**config.mk**
```make
export PLATFORM = sky130hd
export DESIGN_NAME = arpeggiator_step_engine
export DESIGN_NICKNAME = d
export VERILOG_FILES = /design/src/design/arpse_pkg.sv /design/src/design/arpse_scan.sv /design/src/design/arpse_mod.sv /design/src/design/arpeggiator_step_engine.sv
export SDC_FILE = /design/constraint.sdc
export NUM_CORES = 1
export LEC_CHECK = 0
export BUFFER_PORTS_ARGS = -buffer_cell sky130_fd_sc_hd__buf_4
export CELL_PAD_IN_SITES_DETAIL_PLACEMENT = 0
export CELL_PAD_IN_SITES_GLOBAL_PLACEMENT = 1
export CORE_AREA = 2 2 201 203
export DETAILED_ROUTE_END_ITERATION = 8
export DIE_AREA = 0 0 203 205
export PLACE_DENSITY = 0.84
export REMOVE_ABC_BUFFERS = 1
export SLEW_MARGIN = 20
export SYNTH_ARGS = -nofsm -noshare
export SYNTH_HDL_FRONTEND = slang
export SYNTH_SLANG_ARGS = --single-unit
```
**constraint.sdc**
```tcl
create_clock -name aclk -period 6.6 [get_ports aclk]
set_clock_uncertainty 0.05 [all_clocks]
set_input_delay 1.32 -clock aclk [delete_from_list [all_inputs] [get_ports aclk]]
set_output_delay 1.32 -clock aclk [all_outputs]
set_load 0.02 [all_outputs]
```
**src/design/arpse_pkg.sv**
```systemverilog
// Shared codes, widths and handshake structs of the arpeggiator step engine.
package arpse_pkg;

    localparam int RAND_W   = 15;
    localparam int CHORD_W  = 60;
    localparam int MASK_W   = 8;
    localparam int OCT_W    = 3;
    localparam int CMD_W    = 2;
    localparam int MODE_W   = 4;
    localparam int SPAN_W   = 3;
    localparam int DENS_W   = 17;
    localparam int CFG_IDX_W = 2;
    localparam int CFG_DATA_W = 17;
    localparam int S_DATA_W = 176;
    localparam int M_DATA_W = 24;

    localparam logic [CMD_W-1:0] CMD_HOLD  = 2'd0;
    localparam logic [CMD_W-1:0] CMD_STEP  = 2'd1;
    localparam logic [CMD_W-1:0] CMD_RESET = 2'd2;

    localparam logic [CFG_IDX_W-1:0] REG_ARP_MODE   = 2'd0;
    localparam logic [CFG_IDX_W-1:0] REG_OCT_SPAN   = 2'd1;
    localparam logic [CFG_IDX_W-1:0] REG_DROP_EN    = 2'd2;
    localparam logic [CFG_IDX_W-1:0] REG_DENSITY    = 2'd3;

    localparam logic [MODE_W-1:0] MODE_UP         = 4'd0;
    localparam logic [MODE_W-1:0] MODE_DOWN       = 4'd1;
    localparam logic [MODE_W-1:0] MODE_UPDOWN     = 4'd2;
    localparam logic [MODE_W-1:0] MODE_UPDOWN_REP = 4'd3;
    localparam logic [MODE_W-1:0] MODE_PED_UP     = 4'd4;
    localparam logic [MODE_W-1:0] MODE_PED_DOWN   = 4'd5;
    localparam logic [MODE_W-1:0] MODE_PED_UPDOWN = 4'd6;
    localparam logic [MODE_W-1:0] MODE_SHUFFLE    = 4'd7;
    localparam logic [MODE_W-1:0] MODE_SHUFFLE2   = 4'd8;
    localparam logic [MODE_W-1:0] MODE_CHORD      = 4'd9;
    localparam logic [MODE_W-1:0] MODE_UP8        = 4'd10;
    localparam logic [MODE_W-1:0] MODE_DOWN8      = 4'd11;
    localparam logic [MODE_W-1:0] MODE_UPDOWN8    = 4'd12;
    localparam logic [MODE_W-1:0] MODE_SHUFFLE8   = 4'd13;
    localparam logic [MODE_W-1:0] MODE_SHUFFLE2_8 = 4'd14;

    localparam logic [DENS_W-1:0] DENSITY_RESET = 17'd65536;

    typedef struct packed {
        logic start;
        logic dir_down;
    } scan_req_t;

    typedef struct packed {
        logic done;
        logic wrap;
    } scan_rsp_t;

endpackage

```
**src/design/arpse_scan.sv**
```systemverilog
// String search unit: steps one string position per cycle up or down to the next available string.
module arpse_scan #(
    parameter int NUM_STRINGS = 8
) (
    input  logic                           aclk,
    input  logic                           aresetn,
    input  arpse_pkg::scan_req_t           req,
    input  logic [NUM_STRINGS-1:0]         avail,
    input  logic                           from_vld,
    input  logic [$clog2(NUM_STRINGS)-1:0] from_idx,
    output arpse_pkg::scan_rsp_t           rsp,
    output logic                           res_vld,
    output logic [$clog2(NUM_STRINGS)-1:0] res_idx
);
    import arpse_pkg::*;

    localparam int SW = $clog2(NUM_STRINGS);
    localparam logic [SW-1:0] LAST = SW'(NUM_STRINGS - 1);

    logic          busy_reg;
    logic          dir_reg;
    logic [NUM_STRINGS-1:0] avail_reg;
    logic          prev_vld_reg;
    logic [SW-1:0] prev_idx_reg;
    logic          pos_vld_reg;
    logic [SW-1:0] pos_idx_reg;
    logic          done_reg;
    logic          wrap_reg;
    logic [SW-1:0] step_idx;
    logic          step_wrap;

    always_comb begin
        if (dir_reg) begin
            step_idx  = (!pos_vld_reg || pos_idx_reg == '0) ? LAST : pos_idx_reg - SW'(1);
            step_wrap = !prev_vld_reg || (prev_idx_reg <= step_idx);
        end else begin
            step_idx  = (!pos_vld_reg || pos_idx_reg == LAST) ? '0 : pos_idx_reg + SW'(1);
            step_wrap = prev_vld_reg && (prev_idx_reg >= step_idx);
        end
    end

    always_ff @(posedge aclk) begin
        if (!aresetn) begin
            busy_reg     <= 1'b0;
            done_reg     <= 1'b0;
            wrap_reg     <= 1'b0;
            dir_reg      <= 1'b0;
            avail_reg    <= '0;
            prev_vld_reg <= 1'b0;
            prev_idx_reg <= '0;
            pos_vld_reg  <= 1'b0;
            pos_idx_reg  <= '0;
        end else begin
            done_reg <= 1'b0;
            if (req.start) begin
                dir_reg      <= req.dir_down;
                avail_reg    <= avail;
                prev_vld_reg <= from_vld;
                prev_idx_reg <= from_idx;
                pos_vld_reg  <= from_vld;
                pos_idx_reg  <= from_idx;
                busy_reg     <= |avail;
                // no string to land on: finish at once, position held
                done_reg     <= ~|avail;
                wrap_reg     <= 1'b0;
            end else if (busy_reg) begin
                pos_vld_reg <= 1'b1;
                pos_idx_reg <= step_idx;
                if (avail_reg[step_idx]) begin
                    busy_reg <= 1'b0;
                    done_reg <= 1'b1;
                    wrap_reg <= step_wrap;
                end
            end
        end
    end

    assign rsp.done = done_reg;
    assign rsp.wrap = wrap_reg;
    assign res_vld  = pos_vld_reg;
    assign res_idx  = pos_idx_reg;

endmodule

```
**src/design/arpse_mod.sv**
```systemverilog
// Restoring remainder unit: one dividend bit per cycle against a small divisor.
module arpse_mod (
    input  logic                          aclk,
    input  logic                          aresetn,
    input  logic                          start,
    input  logic [arpse_pkg::RAND_W-1:0]  dividend,
    input  logic [3:0]                    divisor,
    output logic                          done,
    output logic [3:0]                    rem
);
    import arpse_pkg::*;

    logic              busy_reg;
    logic              done_reg;
    logic [3:0]        cnt_reg;
    logic [RAND_W-1:0] dvd_reg;
    logic [3:0]        div_reg;
    logic [3:0]        rem_reg;
    logic [4:0]        trial;
    logic [4:0]        diff;

    assign trial = {rem_reg, dvd_reg[RAND_W-1]};
    assign diff  = trial - {1'b0, div_reg};

    always_ff @(posedge aclk) begin
        if (!aresetn) begin
            busy_reg <= 1'b0;
            done_reg <= 1'b0;
            cnt_reg  <= '0;
            dvd_reg  <= '0;
            div_reg  <= '0;
            rem_reg  <= '0;
        end else begin
            done_reg <= 1'b0;
            if (start) begin
                busy_reg <= 1'b1;
                cnt_reg  <= '0;
                dvd_reg  <= dividend;
                div_reg  <= divisor;
                rem_reg  <= '0;
            end else if (busy_reg) begin
                rem_reg <= (trial >= {1'b0, div_reg}) ? diff[3:0] : trial[3:0];
                dvd_reg <= {dvd_reg[RAND_W-2:0], 1'b0};
                cnt_reg <= cnt_reg + 4'd1;
                if (cnt_reg == 4'(RAND_W - 1)) begin
                    busy_reg <= 1'b0;
                    done_reg <= 1'b1;
                end
            end
        end
    end

    assign done = done_reg;
    assign rem  = rem_reg;

endmodule

```
**src/design/arpeggiator_step_engine.sv**
```systemverilog
// Top level of the arpeggiator step engine: sequencer, state and streaming ports.
//
// Each request (hold tick, step or reset) gives exactly one result: the play mask, the
// trigger mask and the current octave offset. Hold ticks, resets, untouched requests and
// steps that do not advance go from acceptance straight to the done state, which loads the
// output register. An advancing step in the up, down and pedal modes runs the string search
// unit, which walks one string per cycle over a search of k positions (k from 1 to
// NUM_STRINGS). A bounce at the octave edge in an up/down mode adds one or two more
// searches. A pedal step that sounds the pending string, a chord step and a step in the
// unused mode code go straight to the finish state. Shuffle steps run the remainder unit
// two or three times (octave choice, first pick, second pick). The input side stays not
// ready until the result is loaded into the output register; that register lets the next
// request in while the result waits to be taken, so a stalled result holds up the next
// request only once that request reaches the done state.
module arpeggiator_step_engine #(
    parameter int NUM_STRINGS = 8
) (
    input  logic                              aclk,
    input  logic                              aresetn,
    // configuration write port
    input  logic                              cfg_wr_en,
    input  logic [arpse_pkg::CFG_IDX_W-1:0]   cfg_index,
    input  logic [arpse_pkg::CFG_DATA_W-1:0]  cfg_wr_data,
    // request channel
    input  logic                              s_tvalid,
    output logic                              s_tready,
    // touch_mask[7:0], advance[8], play[9], rand_octave[24:10], rand_first[39:25],
    // rand_second[54:40], chord_rand_low[114:55], chord_rand_high[174:115], zero[175]
    input  logic [arpse_pkg::S_DATA_W-1:0]    s_tdata,
    // command[1:0]
    input  logic [arpse_pkg::CMD_W-1:0]       s_tuser,
    // result channel
    output logic                              m_tvalid,
    input  logic                              m_tready,
    // play_mask[7:0], trigger_mask[15:8], octave_offset[18:16], zero[23:19]
    output logic [arpse_pkg::M_DATA_W-1:0]    m_tdata
);
    import arpse_pkg::*;

    localparam int N  = NUM_STRINGS;
    localparam int SW = $clog2(NUM_STRINGS);
    localparam logic [N-1:0] ALL_STRINGS = {N{1'b1}};

    localparam logic [3:0] ST_IDLE     = 4'd0;
    localparam logic [3:0] ST_DISPATCH = 4'd1;
    localparam logic [3:0] ST_KICK     = 4'd2;
    localparam logic [3:0] ST_WAIT     = 4'd3;
    localparam logic [3:0] ST_POST     = 4'd4;
    localparam logic [3:0] ST_OCT      = 4'd5;
    localparam logic [3:0] ST_PICK1    = 4'd6;
    localparam logic [3:0] ST_P2SET    = 4'd7;
    localparam logic [3:0] ST_PICK2    = 4'd8;
    localparam logic [3:0] ST_FIN      = 4'd9;
    localparam logic [3:0] ST_DONE     = 4'd10;

    function automatic logic [3:0] popcnt(input logic [N-1:0] m);
        logic [3:0] c;
        c = '0;
        for (int i = 0; i < N; i++) begin
            c = c + 4'(m[i]);
        end
        return c;
    endfunction

    // k-th lowest set bit of m as a one-hot mask
    function automatic logic [N-1:0] pick_bit(input logic [N-1:0] m, input logic [3:0] k);
        logic [3:0]   c;
        logic [N-1:0] r;
        c = '0;
        r = '0;
        for (int i = 0; i < N; i++) begin
            if (m[i] && c == k) begin
                r[i] = 1'b1;
            end
            c = c + 4'(m[i]);
        end
        return r;
    endfunction

    function automatic logic [N-1:0] onehot(input logic vld, input logic [SW-1:0] idx);
        return vld ? (N'(1) << idx) : '0;
    endfunction

    // configuration
    logic [MODE_W-1:0] mode_reg;
    logic [SPAN_W-1:0] span_reg;
    logic              drop_reg;
    logic [DENS_W-1:0] dens_reg;

    always_ff @(posedge aclk) begin
        if (!aresetn) begin
            mode_reg <= MODE_UP;
            span_reg <= '0;
            drop_reg <= 1'b0;
            dens_reg <= DENSITY_RESET;
        end else if (cfg_wr_en) begin
            unique case (cfg_index)
                REG_ARP_MODE: mode_reg <= cfg_wr_data[MODE_W-1:0];
                REG_OCT_SPAN: span_reg <= cfg_wr_data[SPAN_W-1:0];
                REG_DROP_EN:  drop_reg <= cfg_wr_data[0];
                REG_DENSITY:  dens_reg <= cfg_wr_data[DENS_W-1:0];
                default:      drop_reg <= drop_reg;
            endcase
        end
    end

    // arpeggiator state
    logic [3:0]        state_reg;
    logic [N-1:0]      held_reg;
    logic              cur_vld_reg;
    logic [SW-1:0]     cur_idx_reg;
    logic              down_reg;
    logic signed [3:0] oct_reg;
    logic              pend_vld_reg;
    logic [SW-1:0]     pend_idx_reg;
    logic [N-1:0]      used1_reg;
    logic [N-1:0]      used2_reg;

    // latched request
    logic [N-1:0]       touch_reg;
    logic               play_reg;
    logic [RAND_W-1:0]  ro_reg;
    logic [RAND_W-1:0]  r1_reg;
    logic [RAND_W-1:0]  r2_reg;
    logic [CHORD_W-1:0] chord_lo_reg;
    logic [CHORD_W-1:0] chord_hi_reg;

    // sequencer working registers
    logic         prim_down_reg;
    logic         scan_dir_reg;
    logic         bounce_reg;
    logic [1:0]   bnc_left_reg;
    logic [N-1:0] left_reg;
    logic [N-1:0] trig_reg;

    logic                m_tvalid_reg;
    logic [M_DATA_W-1:0] m_tdata_reg;

    // octave window from the saturated span
    logic [2:0]        span_sat;
    logic signed [3:0] oct_top;
    logic signed [3:0] oct_bot;
    logic [3:0]        oct_range;

    always_comb begin
        span_sat = (span_reg > 3'd4) ? 3'd4 : span_reg;
        unique case (span_sat)
            3'd0:    oct_top = 4'sd0;
            3'd1:    oct_top = 4'sd1;
            3'd2:    oct_top = 4'sd1;
            default: oct_top = 4'sd2;
        endcase
        oct_bot   = oct_top - signed'({1'b0, span_sat});
        oct_range = {1'b0, span_sat} + 4'd1;
    end

    // mode decode
    logic         m_eight;
    logic         m_pedal;
    logic         m_shuffle;
    logic         m_shuf2;
    logic         m_bounce;
    logic         m_extra;
    logic [N-1:0] avail_c;
    logic [N-1:0] rest_c;
    logic [N-1:0] scan_avail;

    always_comb begin
        m_eight   = mode_reg >= MODE_UP8;
        m_pedal   = mode_reg == MODE_PED_UP || mode_reg == MODE_PED_DOWN
                    || mode_reg == MODE_PED_UPDOWN;
        m_shuffle = mode_reg == MODE_SHUFFLE || mode_reg == MODE_SHUFFLE2
                    || mode_reg == MODE_SHUFFLE8 || mode_reg == MODE_SHUFFLE2_8;
        m_shuf2   = mode_reg == MODE_SHUFFLE2 || mode_reg == MODE_SHUFFLE2_8;
        m_bounce  = mode_reg == MODE_UPDOWN || mode_reg == MODE_UPDOWN_REP
                    || mode_reg == MODE_PED_UPDOWN || mode_reg == MODE_UPDOWN8;
        m_extra   = mode_reg == MODE_UPDOWN || mode_reg == MODE_PED_UPDOWN;
        avail_c   = m_eight ? ALL_STRINGS : touch_reg;
        // pedal modes move over all but the lowest string, unless only one is touched
        rest_c    = avail_c & (avail_c - N'(1));
        if (rest_c == '0) begin
            rest_c = avail_c;
        end
        scan_avail = m_pedal ? rest_c : avail_c;
    end

    // shuffle candidate sets
    logic [N-1:0] left1_raw;
    logic [N-1:0] left1_c;
    logic [N-1:0] left2_raw;
    logic [N-1:0] left2_c;

    always_comb begin
        left1_raw = avail_c & ~used1_reg;
        left1_c   = (left1_raw == '0) ? avail_c : left1_raw;
        left2_raw = avail_c & ~used2_reg & ~held_reg;
        left2_c   = (left2_raw == '0) ? (avail_c & ~held_reg) : left2_raw;
    end

    // chord with random drops
    logic [N-1:0]  chord_c;
    logic [15:0]   chord_limit;
    logic [RAND_W-1:0] chord_r;

    always_comb begin
        chord_limit = dens_reg[DENS_W-1:1];
        chord_c     = avail_c;
        chord_r     = '0;
        for (int i = 0; i < N; i++) begin
            chord_r = (i < 4) ? chord_lo_reg[RAND_W*(i%4) +: RAND_W]
                              : chord_hi_reg[RAND_W*(i%4) +: RAND_W];
            if (drop_reg && ({1'b0, chord_r} >= chord_limit)) begin
                chord_c[i] = 1'b0;
            end
        end
    end

    // shared units
    scan_req_t      scan_req;
    scan_rsp_t      scan_rsp;
    logic           scan_res_vld;
    logic [SW-1:0]  scan_res_idx;
    logic              mod_start;
    logic [RAND_W-1:0] mod_dvd;
    logic [3:0]        mod_div;
    logic              mod_done;
    logic [3:0]        mod_rem;

    assign scan_req.start    = state_reg == ST_KICK;
    assign scan_req.dir_down = scan_dir_reg;

    arpse_scan #(
        .NUM_STRINGS(NUM_STRINGS)
    ) u_scan (
        .aclk     (aclk),
        .aresetn  (aresetn),
        .req      (scan_req),
        .avail    (scan_avail),
        .from_vld (cur_vld_reg),
        .from_idx (cur_idx_reg),
        .rsp      (scan_rsp),
        .res_vld  (scan_res_vld),
        .res_idx  (scan_res_idx)
    );

    always_comb begin
        mod_start = 1'b0;
        mod_dvd   = ro_reg;
        mod_div   = oct_range;
        priority if (state_reg == ST_DISPATCH && m_shuffle) begin
            mod_start = 1'b1;
        end else if (state_reg == ST_OCT && mod_done) begin
            mod_start = 1'b1;
            mod_dvd   = r1_reg;
            mod_div   = popcnt(left1_c);
        end else if (state_reg == ST_P2SET && left2_c != '0) begin
            mod_start = 1'b1;
            mod_dvd   = r2_reg;
            mod_div   = popcnt(left2_c);
        end else begin
            mod_start = 1'b0;
        end
    end

    arpse_mod u_mod (
        .aclk     (aclk),
        .aresetn  (aresetn),
        .start    (mod_start),
        .dividend (mod_dvd),
        .divisor  (mod_div),
        .done     (mod_done),
        .rem      (mod_rem)
    );

    logic              s_acc;
    logic              out_free;
    logic signed [3:0] oct_up;
    logic signed [3:0] oct_dn;
    logic [N-1:0]      pick_c;

    assign s_tready = state_reg == ST_IDLE;
    assign s_acc    = s_tvalid && s_tready;
    assign out_free = !m_tvalid_reg || m_tready;
    assign oct_up   = oct_reg + 4'sd1;
    assign oct_dn   = oct_reg - 4'sd1;
    assign pick_c   = pick_bit(left_reg, mod_rem);

    always_ff @(posedge aclk) begin
        if (!aresetn) begin
            state_reg     <= ST_IDLE;
            held_reg      <= '0;
            cur_vld_reg   <= 1'b0;
            cur_idx_reg   <= '0;
            down_reg      <= 1'b0;
            oct_reg       <= '0;
            pend_vld_reg  <= 1'b0;
            pend_idx_reg  <= '0;
            used1_reg     <= '0;
            used2_reg     <= '0;
            prim_down_reg <= 1'b0;
            scan_dir_reg  <= 1'b0;
            bounce_reg    <= 1'b0;
            bnc_left_reg  <= '0;
            left_reg      <= '0;
            trig_reg      <= '0;
            m_tvalid_reg  <= 1'b0;
            m_tdata_reg   <= '0;
            touch_reg     <= '0;
            play_reg      <= 1'b0;
            ro_reg        <= '0;
            r1_reg        <= '0;
            r2_reg        <= '0;
            chord_lo_reg  <= '0;
            chord_hi_reg  <= '0;
        end else begin
            if (m_tvalid_reg && m_tready) begin
                m_tvalid_reg <= 1'b0;
            end
            unique case (state_reg)
                ST_IDLE: begin
                    if (s_acc) begin
                        touch_reg    <= s_tdata[N-1:0];
                        play_reg     <= s_tdata[9];
                        ro_reg       <= s_tdata[24:10];
                        r1_reg       <= s_tdata[39:25];
                        r2_reg       <= s_tdata[54:40];
                        chord_lo_reg <= s_tdata[114:55];
                        chord_hi_reg <= s_tdata[174:115];
                        trig_reg     <= '0;
                        state_reg    <= ST_DONE;
                        priority if (s_tuser == CMD_RESET) begin
                            held_reg     <= '0;
                            cur_vld_reg  <= 1'b0;
                            down_reg     <= 1'b0;
                            oct_reg      <= '0;
                            pend_vld_reg <= 1'b0;
                            used1_reg    <= '0;
                            used2_reg    <= '0;
                        end else if (s_tdata[N-1:0] == '0) begin
                            held_reg <= '0;
                        end else if (s_tuser == CMD_STEP) begin
                            if (s_tdata[8]) begin
                                state_reg <= ST_DISPATCH;
                            end else if (!s_tdata[9]) begin
                                held_reg <= '0;
                            end
                        end else begin
                            held_reg <= held_reg;
                        end
                    end
                end
                ST_DISPATCH: begin
                    held_reg   <= '0;
                    bounce_reg <= 1'b0;
                    state_reg  <= ST_KICK;
                    priority if (m_pedal && pend_vld_reg && avail_c[pend_idx_reg]) begin
                        // pedal: sound the pending string, then move on next step
                        held_reg     <= onehot(1'b1, pend_idx_reg);
                        pend_vld_reg <= 1'b0;
                        state_reg    <= ST_FIN;
                    end else if (m_pedal) begin
                        prim_down_reg <= mode_reg == MODE_PED_DOWN
                                         || (mode_reg == MODE_PED_UPDOWN && down_reg);
                        scan_dir_reg  <= mode_reg == MODE_PED_DOWN
                                         || (mode_reg == MODE_PED_UPDOWN && down_reg);
                    end else if (m_shuffle) begin
                        state_reg <= ST_OCT;
                    end else if (mode_reg == MODE_CHORD) begin
                        held_reg  <= chord_c;
                        state_reg <= ST_FIN;
                    end else if (mode_reg == MODE_UP || mode_reg == MODE_UP8) begin
                        prim_down_reg <= 1'b0;
                        scan_dir_reg  <= 1'b0;
                    end else if (mode_reg == MODE_DOWN || mode_reg == MODE_DOWN8) begin
                        prim_down_reg <= 1'b1;
                        scan_dir_reg  <= 1'b1;
                    end else if (m_bounce) begin
                        prim_down_reg <= down_reg;
                        scan_dir_reg  <= down_reg;
                    end else begin
                        // unused mode code: empty step
                        state_reg <= ST_FIN;
                    end
                end
                ST_KICK: begin
                    state_reg <= ST_WAIT;
                end
                ST_WAIT: begin
                    if (scan_rsp.done) begin
                        cur_vld_reg <= scan_res_vld;
                        cur_idx_reg <= scan_res_idx;
                        state_reg   <= ST_POST;
                        if (bounce_reg) begin
                            bnc_left_reg <= bnc_left_reg - 2'd1;
                            if (bnc_left_reg != 2'd1) begin
                                state_reg <= ST_KICK;
                            end
                        end else if (scan_rsp.wrap) begin
                            if (!prim_down_reg) begin
                                if (oct_up > oct_top) begin
                                    if (m_bounce) begin
                                        down_reg     <= 1'b1;
                                        oct_reg      <= oct_top;
                                        bounce_reg   <= 1'b1;
                                        scan_dir_reg <= 1'b1;
                                        bnc_left_reg <= m_extra ? 2'd2 : 2'd1;
                                        state_reg    <= ST_KICK;
                                    end else begin
                                        oct_reg <= oct_bot;
                                    end
                                end else begin
                                    oct_reg <= oct_up;
                                end
                            end else begin
                                if (oct_dn < oct_bot) begin
                                    if (m_bounce) begin
                                        down_reg     <= 1'b0;
                                        oct_reg      <= oct_bot;
                                        bounce_reg   <= 1'b1;
                                        scan_dir_reg <= 1'b0;
                                        bnc_left_reg <= m_extra ? 2'd2 : 2'd1;
                                        state_reg    <= ST_KICK;
                                    end else begin
                                        oct_reg <= oct_top;
                                    end
                                end else begin
                                    oct_reg <= oct_dn;
                                end
                            end
                        end
                    end
                end
                ST_POST: begin
                    if (m_pedal) begin
                        pend_vld_reg <= cur_vld_reg;
                        pend_idx_reg <= cur_idx_reg;
                        held_reg     <= avail_c ^ rest_c;
                    end else begin
                        held_reg <= onehot(cur_vld_reg, cur_idx_reg);
                    end
                    state_reg <= ST_FIN;
                end
                ST_OCT: begin
                    if (mod_done) begin
                        oct_reg  <= oct_bot + signed'({1'b0, mod_rem[2:0]});
                        left_reg <= left1_c;
                        if (left1_raw == '0) begin
                            used1_reg <= '0;
                        end
                        state_reg <= ST_PICK1;
                    end
                end
                ST_PICK1: begin
                    if (mod_done) begin
                        used1_reg <= used1_reg | pick_c;
                        held_reg  <= pick_c;
                        state_reg <= m_shuf2 ? ST_P2SET : ST_FIN;
                    end
                end
                ST_P2SET: begin
                    // second pick excludes the first one of this step
                    if (left2_raw == '0) begin
                        used2_reg <= '0;
                    end
                    left_reg  <= left2_c;
                    state_reg <= (left2_c != '0) ? ST_PICK2 : ST_FIN;
                end
                ST_PICK2: begin
                    if (mod_done) begin
                        used2_reg <= used2_reg | pick_c;
                        held_reg  <= held_reg | pick_c;
                        state_reg <= ST_FIN;
                    end
                end
                ST_FIN: begin
                    if (!play_reg) begin
                        held_reg <= '0;
                    end
                    trig_reg  <= play_reg ? held_reg : '0;
                    state_reg <= ST_DONE;
                end
                ST_DONE: begin
                    // hold the result until the output register is free
                    if (out_free) begin
                        m_tvalid_reg <= 1'b1;
                        m_tdata_reg  <= {5'd0, oct_reg[OCT_W-1:0],
                                         MASK_W'(trig_reg), MASK_W'(held_reg)};
                        state_reg    <= ST_IDLE;
                    end
                end
                default: begin
                    state_reg <= ST_IDLE;
                end
            endcase
        end
    end

    assign m_tvalid = m_tvalid_reg;
    assign m_tdata  = m_tdata_reg;

endmodule
```
# After elaboration in Yosys (flattened, before gate mapping)
# Index checks and enable logic that the tools add are counted.
# classes
n_eq_ne,67
reduce_logical,99
muxes,167
order_cmp,17
n_addsub,31
n_shift,2
n_bitwise,15
# op_table
op,count
two-way mux 8 bit,29
two-way mux 4 bit,36
greater-or-equal comparator 15 x 16 -> 1 bit,8
two-way mux 15 bit,5
two-way mux 1 bit,65
case mux 8 bit (3 select lines),2
case mux 8 bit (6 select lines),1
adder 4 x 1 -> 4 bit,11
equality test 4 bit (second input constant),11
case mux 4 bit (11 select lines),1
AND 8 bit,5
equality test 4 x 3 -> 1 bit (second input constant),8
logical NOT 8 bit,4
case mux 8 bit (2 select lines),2
two-way mux 3 bit,10
logical AND 1 bit,25
inverter 8 bit,3
OR 8 bit,3
AND reduction 2 bit,12
!= test 2 x 1 -> 1 bit (second input constant),11
AND reduction 5 bit,4
logical OR 1 bit,17
equality test 4 x 2 -> 1 bit (second input constant),4
equality test 4 bit,4
62 further kinds,117
# totals
output_inout_bits,26
reg_bits,330

# Logic depth before layout (Yosys ltp)
# depth
ltp_word,16
mapped_depth,18

# By module
# Synthesis repeated with hierarchy kept, for this count alone.
# hier_totals
hier_cells,2311
hier_area_um2,18579.1
# modules_own_cells
module,n_inst,area_each_um2,seq_area_each_um2,cells_per_inst
arpeggiator_step_engine,1,15870.2,5605.4,2019
arpse_mod,1,1456.4,580.6,160
arpse_scan,1,1252.5,400.4,132

# Worst setup path after synthesis
# No wires, ideal clock.
# synth_timing
path_type,reg2reg
startpoint,register mode_reg[2]
endpoint,register u_mod.div_reg[1]
setup_time_ps,132
period_less_slack_ps,4386
required_ps,6418
path_slack_ps,2214
t_arrival_ps,4204
n_path_buf,2
stages_incl_launch_ff,18
cell_sequence,dfxtp_1 > buf_6 > o21a_1 > buf_6 > o21ai_0 > and2_1 > nand4_1 > a211o_1 > fa_1 > fa_1 > fa_1 > inv_1 > ha_1 > inv_1 > fa_1 > inv_1 > a221oi_1 > a21oi_1
# synth_via
elab_chain_cells,16
elab_cells_between_ends,40
# synth_rtl
item,line,source
from (decl),arpeggiator_step_engine.sv:85,logic [MODE_W-1:0] mode_reg;
from (signal assigned),arpeggiator_step_engine.sv:98,REG_ARP_MODE: mode_reg <= cfg_wr_data[MODE_W-1:0];
greater-or-equal comparator 4 bit,arpeggiator_step_engine.sv:169,m_eight = mode_reg >= MODE_UP8;
two-way mux 8 bit,arpeggiator_step_engine.sv:178,avail_c = m_eight ? ALL_STRINGS : touch_reg;
AND 8 bit (2 in series),arpeggiator_step_engine.sv:196,left2_raw = avail_c & ~used2_reg & ~held_reg;
logical NOT 8 bit,arpeggiator_step_engine.sv:197,left2_c = (left2_raw == '0) ? (avail_c & ~held_reg) : left2_raw;
two-way mux 8 bit,arpeggiator_step_engine.sv:197,
adder 1 x 1 -> 2 bit,arpeggiator_step_engine.sv:60,c = c + 4'(m[i]);
adder 2 x 1 -> 3 bit,arpeggiator_step_engine.sv:60,
adder 3 x 1 -> 4 bit,arpeggiator_step_engine.sv:60,
adder 4 x 1 -> 4 bit (4 in series),arpeggiator_step_engine.sv:60,
two-way mux 4 bit,arpeggiator_step_engine.sv:256,end else if (state_reg == ST_P2SET && left2_c != '0) begin
two-way mux 4 bit,arpeggiator_step_engine.sv:252,end else if (state_reg == ST_OCT && mod_done) begin
two-way mux 4 bit,arpeggiator_step_engine.sv:250,priority if (state_reg == ST_DISPATCH && m_shuffle) begin
to (signal assigned),arpse_mod.sv:39,div_reg <= divisor;
to (decl),arpse_mod.sv:17,logic [3:0] div_reg;
# Parallel ways exist; a longest one is shown, timed or not.
# A chain may end at the register's enable or synchronous reset.

# Worst setup path after layout
# layout_timing
startpoint,register mode_reg[3]
endpoint,register u_mod.div_reg[1]
# Same word-level chain as after synthesis.

==> results.py <==
metrics = {
    "cells_and_area": {
        "final_layout_size_suffix_gt1_frac": 0.134,
        "antennaDiodeCount": 0,
        "area_growth_pct": 17.5,
        "layout.filler_cells": 3826,
        "multiInputGateArea_um2": 10900,
        "fin_cells": 2995,
        "nets": 2818,
        "seq_area_um2": 6590,
    },
    "floorplanning": {
        "die_width_um": 203,
        "dieArea_um2": 41600,
        "floorplan.core_area_um2": 39400,
        "die_height_um": 205,
        "row_count": 73,
        "pin_count": 228,
        "initial_utilization": 0.466,
    },
    "synthesis": {
        "synth_simple_gate_area_share": 0.206,
        "yosys-mux-area-fraction": 0.0171,
        "post_synth_main_area_contributors": "sky130_fd_sc_hd__dfxtp_1, sky130_fd_sc_hd__ha_1, sky130_fd_sc_hd__nand2_1, sky130_fd_sc_hd__a21oi_1, sky130_fd_sc_hd__nor2_1",
        "synth_compound_gate_area_share": 0.224,
        "synth_top_family_by_area": "compound AO/OA/AOI/OAI gates",
        "netlist_area_um2": 18300,
        "yosys_register_bits": 329,
        "post_synthesis_share_of_cell_area_spent_on_xor_and_xnor_gates": 0.0190,
        "synth_top_area_frac": 0.359,
        "gate_count_post_synth": 2298,
        "netlist.top_cell.by_area": "sky130_fd_sc_hd__dfxtp_1",
        "synthDistinctLibCells": 87,
        "yosysWarnings": 0,
        "synth_enable_flop_cells": 0,
        "yosys.area_share.adder": 0.126,
        "postSynth.topFlopCell": "sky130_fd_sc_hd__dfxtp_1",
        "postSynth.asyncResetShare": 0,
        "post_synthesis_average_cell_area_um2": 7.98,
        "synth.yosys.seq_area_share": 0.359,
    },
    "power": {
        "p_leak_uw": 0.00883,
        "p_int_uw": 4400,
        "swShare": 0.377,
        "cellPowerDensity_nw_per_um2": 328,
        "netSwitchingPower_uw": 2660,
        "power.share.sequential": 0.350,
        "clkPwrFrac": 0.310,
        "vdd_drop_max_uv": 290,
        "power.share.combinational": 0.340,
    },
    "route": {
        "wl_met3_um": 2950,
        "drt_first_pass_iters": 5,
        "detail_route.wl_per_cell_um": 19.3,
        "drt_first_iter_violations": 1267,
        "vias": 17200,
        "final_antenna_net_count": 0,
        "viasPerCell": 5.75,
        "topRoutingLayerUsed": "met4",
        "post-route-drc-count": 0,
        "drt_wl_total_um": 57700,
        "dr_wl_met2_um": 26900,
        "m1WireLength_um": 25900,
    },
    "global_route": {
        "grt_max_degree": 175,
        "first_global_vias": 16800,
        "grt.overflow.total": 0,
        "grt_util_all_layers": 0.277,
        "initial_antenna_violation_count": 0,
        "grt_first_pass_wirelength_um": 91000,
    },
    "sta": {
        "timing.max_slew.rel_slack": 0.187,
        "tightest_slew_ns": 1.21,
        "period_needed_ns": 5.24,
        "timing_hold_violations_final": 0,
        "report.final.slew_viol_count": 0,
        "fin_worst_hold_slack_ns": 0.403,
        "timing.final.setup_violations": 0,
        "final.period_utilization": 0.794,
        "unrepaired_setup_endpoints_after_global_routing": "false",
        "achievable_frequency_mhz": 191,
    },
    "worst_setup_path": {
        "startpoint_type": "flop",
        "timing.critical_path.to_type": "flop",
        "worstPathRequired_ns": 6.96,
        "critPathKind": "flop to flop",
        "critical_path_arrival_ns": 5.60,
        "timing.reg2reg.worst_path_depth": 15,
        "worst-path-max-fanout": 19,
    },
    "place": {
        "place_congestion": 0.917,
        "detailedPlacementHpwl_um": 41900,
        "io_buffer_count": 221,
        "numPlacedInstances": 2923,
    },
    "job": {
        "maxCapViolCount": 0,
    },
    "cts": {
        "cts_hold_repair.buffers": 0,
        "cts_setup_buffers": 0,
        "post_cts.resized_instances": 0,
        "clock_tree.buffer_depth": 3,
        "htree_num_levels": 2,
        "clock_sinks": 329,
        "cts_tree": "built",
        "clkTransAtPathRegs_ns": 0.06,
        "clk_latency_ns": 0.57,
        "number_of_buffers_inserted_during_clock_tree_synthesis": 39,
        "clockRootBuffer": "sky130_fd_sc_hd__clkbuf_16",
    },
    "hold_path": {
        "hold_path.class": "flop to flop",
        "holdPathStages": 2,
    },
    "outcome": {
        "status": "complete, no violations",
    },
}
-- worst paths after layout --
check | startpoint | endpoint | slack [ns]
setup reg to reg | mode_reg[3]$_SDFFE_PN0P_ | u_mod.div_reg[1]$_SDFFE_PN0N_ | 1.36
setup / recovery | mode_reg[3]$_SDFFE_PN0P_ | u_mod.div_reg[1]$_SDFFE_PN0N_ | 1.36
hold / removal | m_tdata[11]$_SDFFE_PN0P_ | m_tdata[11]$_SDFFE_PN0P_ | 0.40
hold reg to reg | m_tdata[11]$_SDFFE_PN0P_ | m_tdata[11]$_SDFFE_PN0P_ | 0.40
-- synthesized netlist by cell type, drive strengths merged (9+ instances only) --
master    n
xor2     14
dfxtp   329
nor2b    20
mux2i    20
o21a     10
o311a    17
o211ai   16
a22o     15
clkbuf  114
a31oi    14
nand3    48
a221o    16
nor4      9
a22oi    12
inv      79
a21o     48
xnor2    23
fa       12
a221oi   13
and3     13
nand2b   37
a211oi   22
nand4    26
ha      164
a211o    10
nor2    127
nor3     24
nand2   509
buf      25
a21oi   319
o21ai    74
-- per-layer routing --
metal	track usage	vias up
li1	-	8396
met1	0.358	8240
met2	0.467	481
met3	0.0418	117
met4	0.105	0
met5	0	-
-- placed cells by master (no fill, tap or decap), types with 22 or more instances in the layout --
| cell | n |
|---|---|
| sky130_fd_sc_hd__a211oi_1 | 22 |
| sky130_fd_sc_hd__a21o_1 | 48 |
| sky130_fd_sc_hd__a21oi_1 | 319 |
| sky130_fd_sc_hd__buf_4 | 233 |
| sky130_fd_sc_hd__clkbuf_16 | 39 |
| sky130_fd_sc_hd__dfxtp_1 | 329 |
| sky130_fd_sc_hd__ha_1 | 164 |
| sky130_fd_sc_hd__inv_1 | 79 |
| sky130_fd_sc_hd__nand2_1 | 507 |
| sky130_fd_sc_hd__nand2b_1 | 37 |
| sky130_fd_sc_hd__nand3_1 | 48 |
| sky130_fd_sc_hd__nand4_1 | 25 |
| sky130_fd_sc_hd__nor2_1 | 123 |
| sky130_fd_sc_hd__nor3_1 | 23 |
| sky130_fd_sc_hd__o21ai_0 | 68 |
| sky130_fd_sc_hd__xnor2_1 | 23 |
-- stage by stage --
stage	util	setup TNS, ns	power [uW]	area [um2]	worst slack, ns
floorplan	-	-87.97	4160	17800	-0.505
global placement	0.513	0	4840	20200	1.44
detailed placement	0.514	0	4890	20200	1.42
CTS	0.547	0	7090	21500	1.41
global route	0.547	0	7510	21500	1.09
finish	0.547	0	7060	21500	1.36
-- power by group through the flow --
stage / clock network [uW] / logic (uW) / registers, uW
final: 2190 / 2400 / 2470
after global routing: 2300 / 2700 / 2510
after floorplan: 0 / 1700 / 2460
after detailed placement: 0 / 2380 / 2510
after CTS: 2230 / 2390 / 2470
after global placement: 0 / 2330 / 2510
-- critical path: stages, from the launching register on --
cell                       delay [ns]
sky130_fd_sc_hd__dfxtp_1         0.59
sky130_fd_sc_hd__o21a_1          0.67
sky130_fd_sc_hd__nor2_2          0.20
sky130_fd_sc_hd__o311a_2         0.42
sky130_fd_sc_hd__nand4_1         0.29
sky130_fd_sc_hd__a211o_1         0.29
sky130_fd_sc_hd__fa_1            0.46
sky130_fd_sc_hd__fa_1            0.52
sky130_fd_sc_hd__fa_1            0.41
sky130_fd_sc_hd__inv_1           0.07
sky130_fd_sc_hd__ha_1            0.17
sky130_fd_sc_hd__inv_1           0.06
sky130_fd_sc_hd__fa_1            0.48
sky130_fd_sc_hd__inv_1           0.04
sky130_fd_sc_hd__a221oi_1        0.25
sky130_fd_sc_hd__a21oi_1         0.09
-- cells by family after synthesis --
group,Yosys count
simple gates,858
compound gates,648
fa+ha+maj,177
xor+xnor,38
buf+inv,219
other cells,1
flops,329
mux,28
-- layout make-up --
class / count / share of cell area
Clock inverter: 17 / 0.00877
Sequential cell: 329 / 0.306
Tap cell: 525 / 0.0305
Clock buffer: 54 / 0.0521
Multi-Input combinational cell: 1754 / 0.506
Timing Repair Buffer: 236 / 0.0829
Inverter: 80 / 0.0143
No activity file was read; power rests on OpenSTA's default activity.
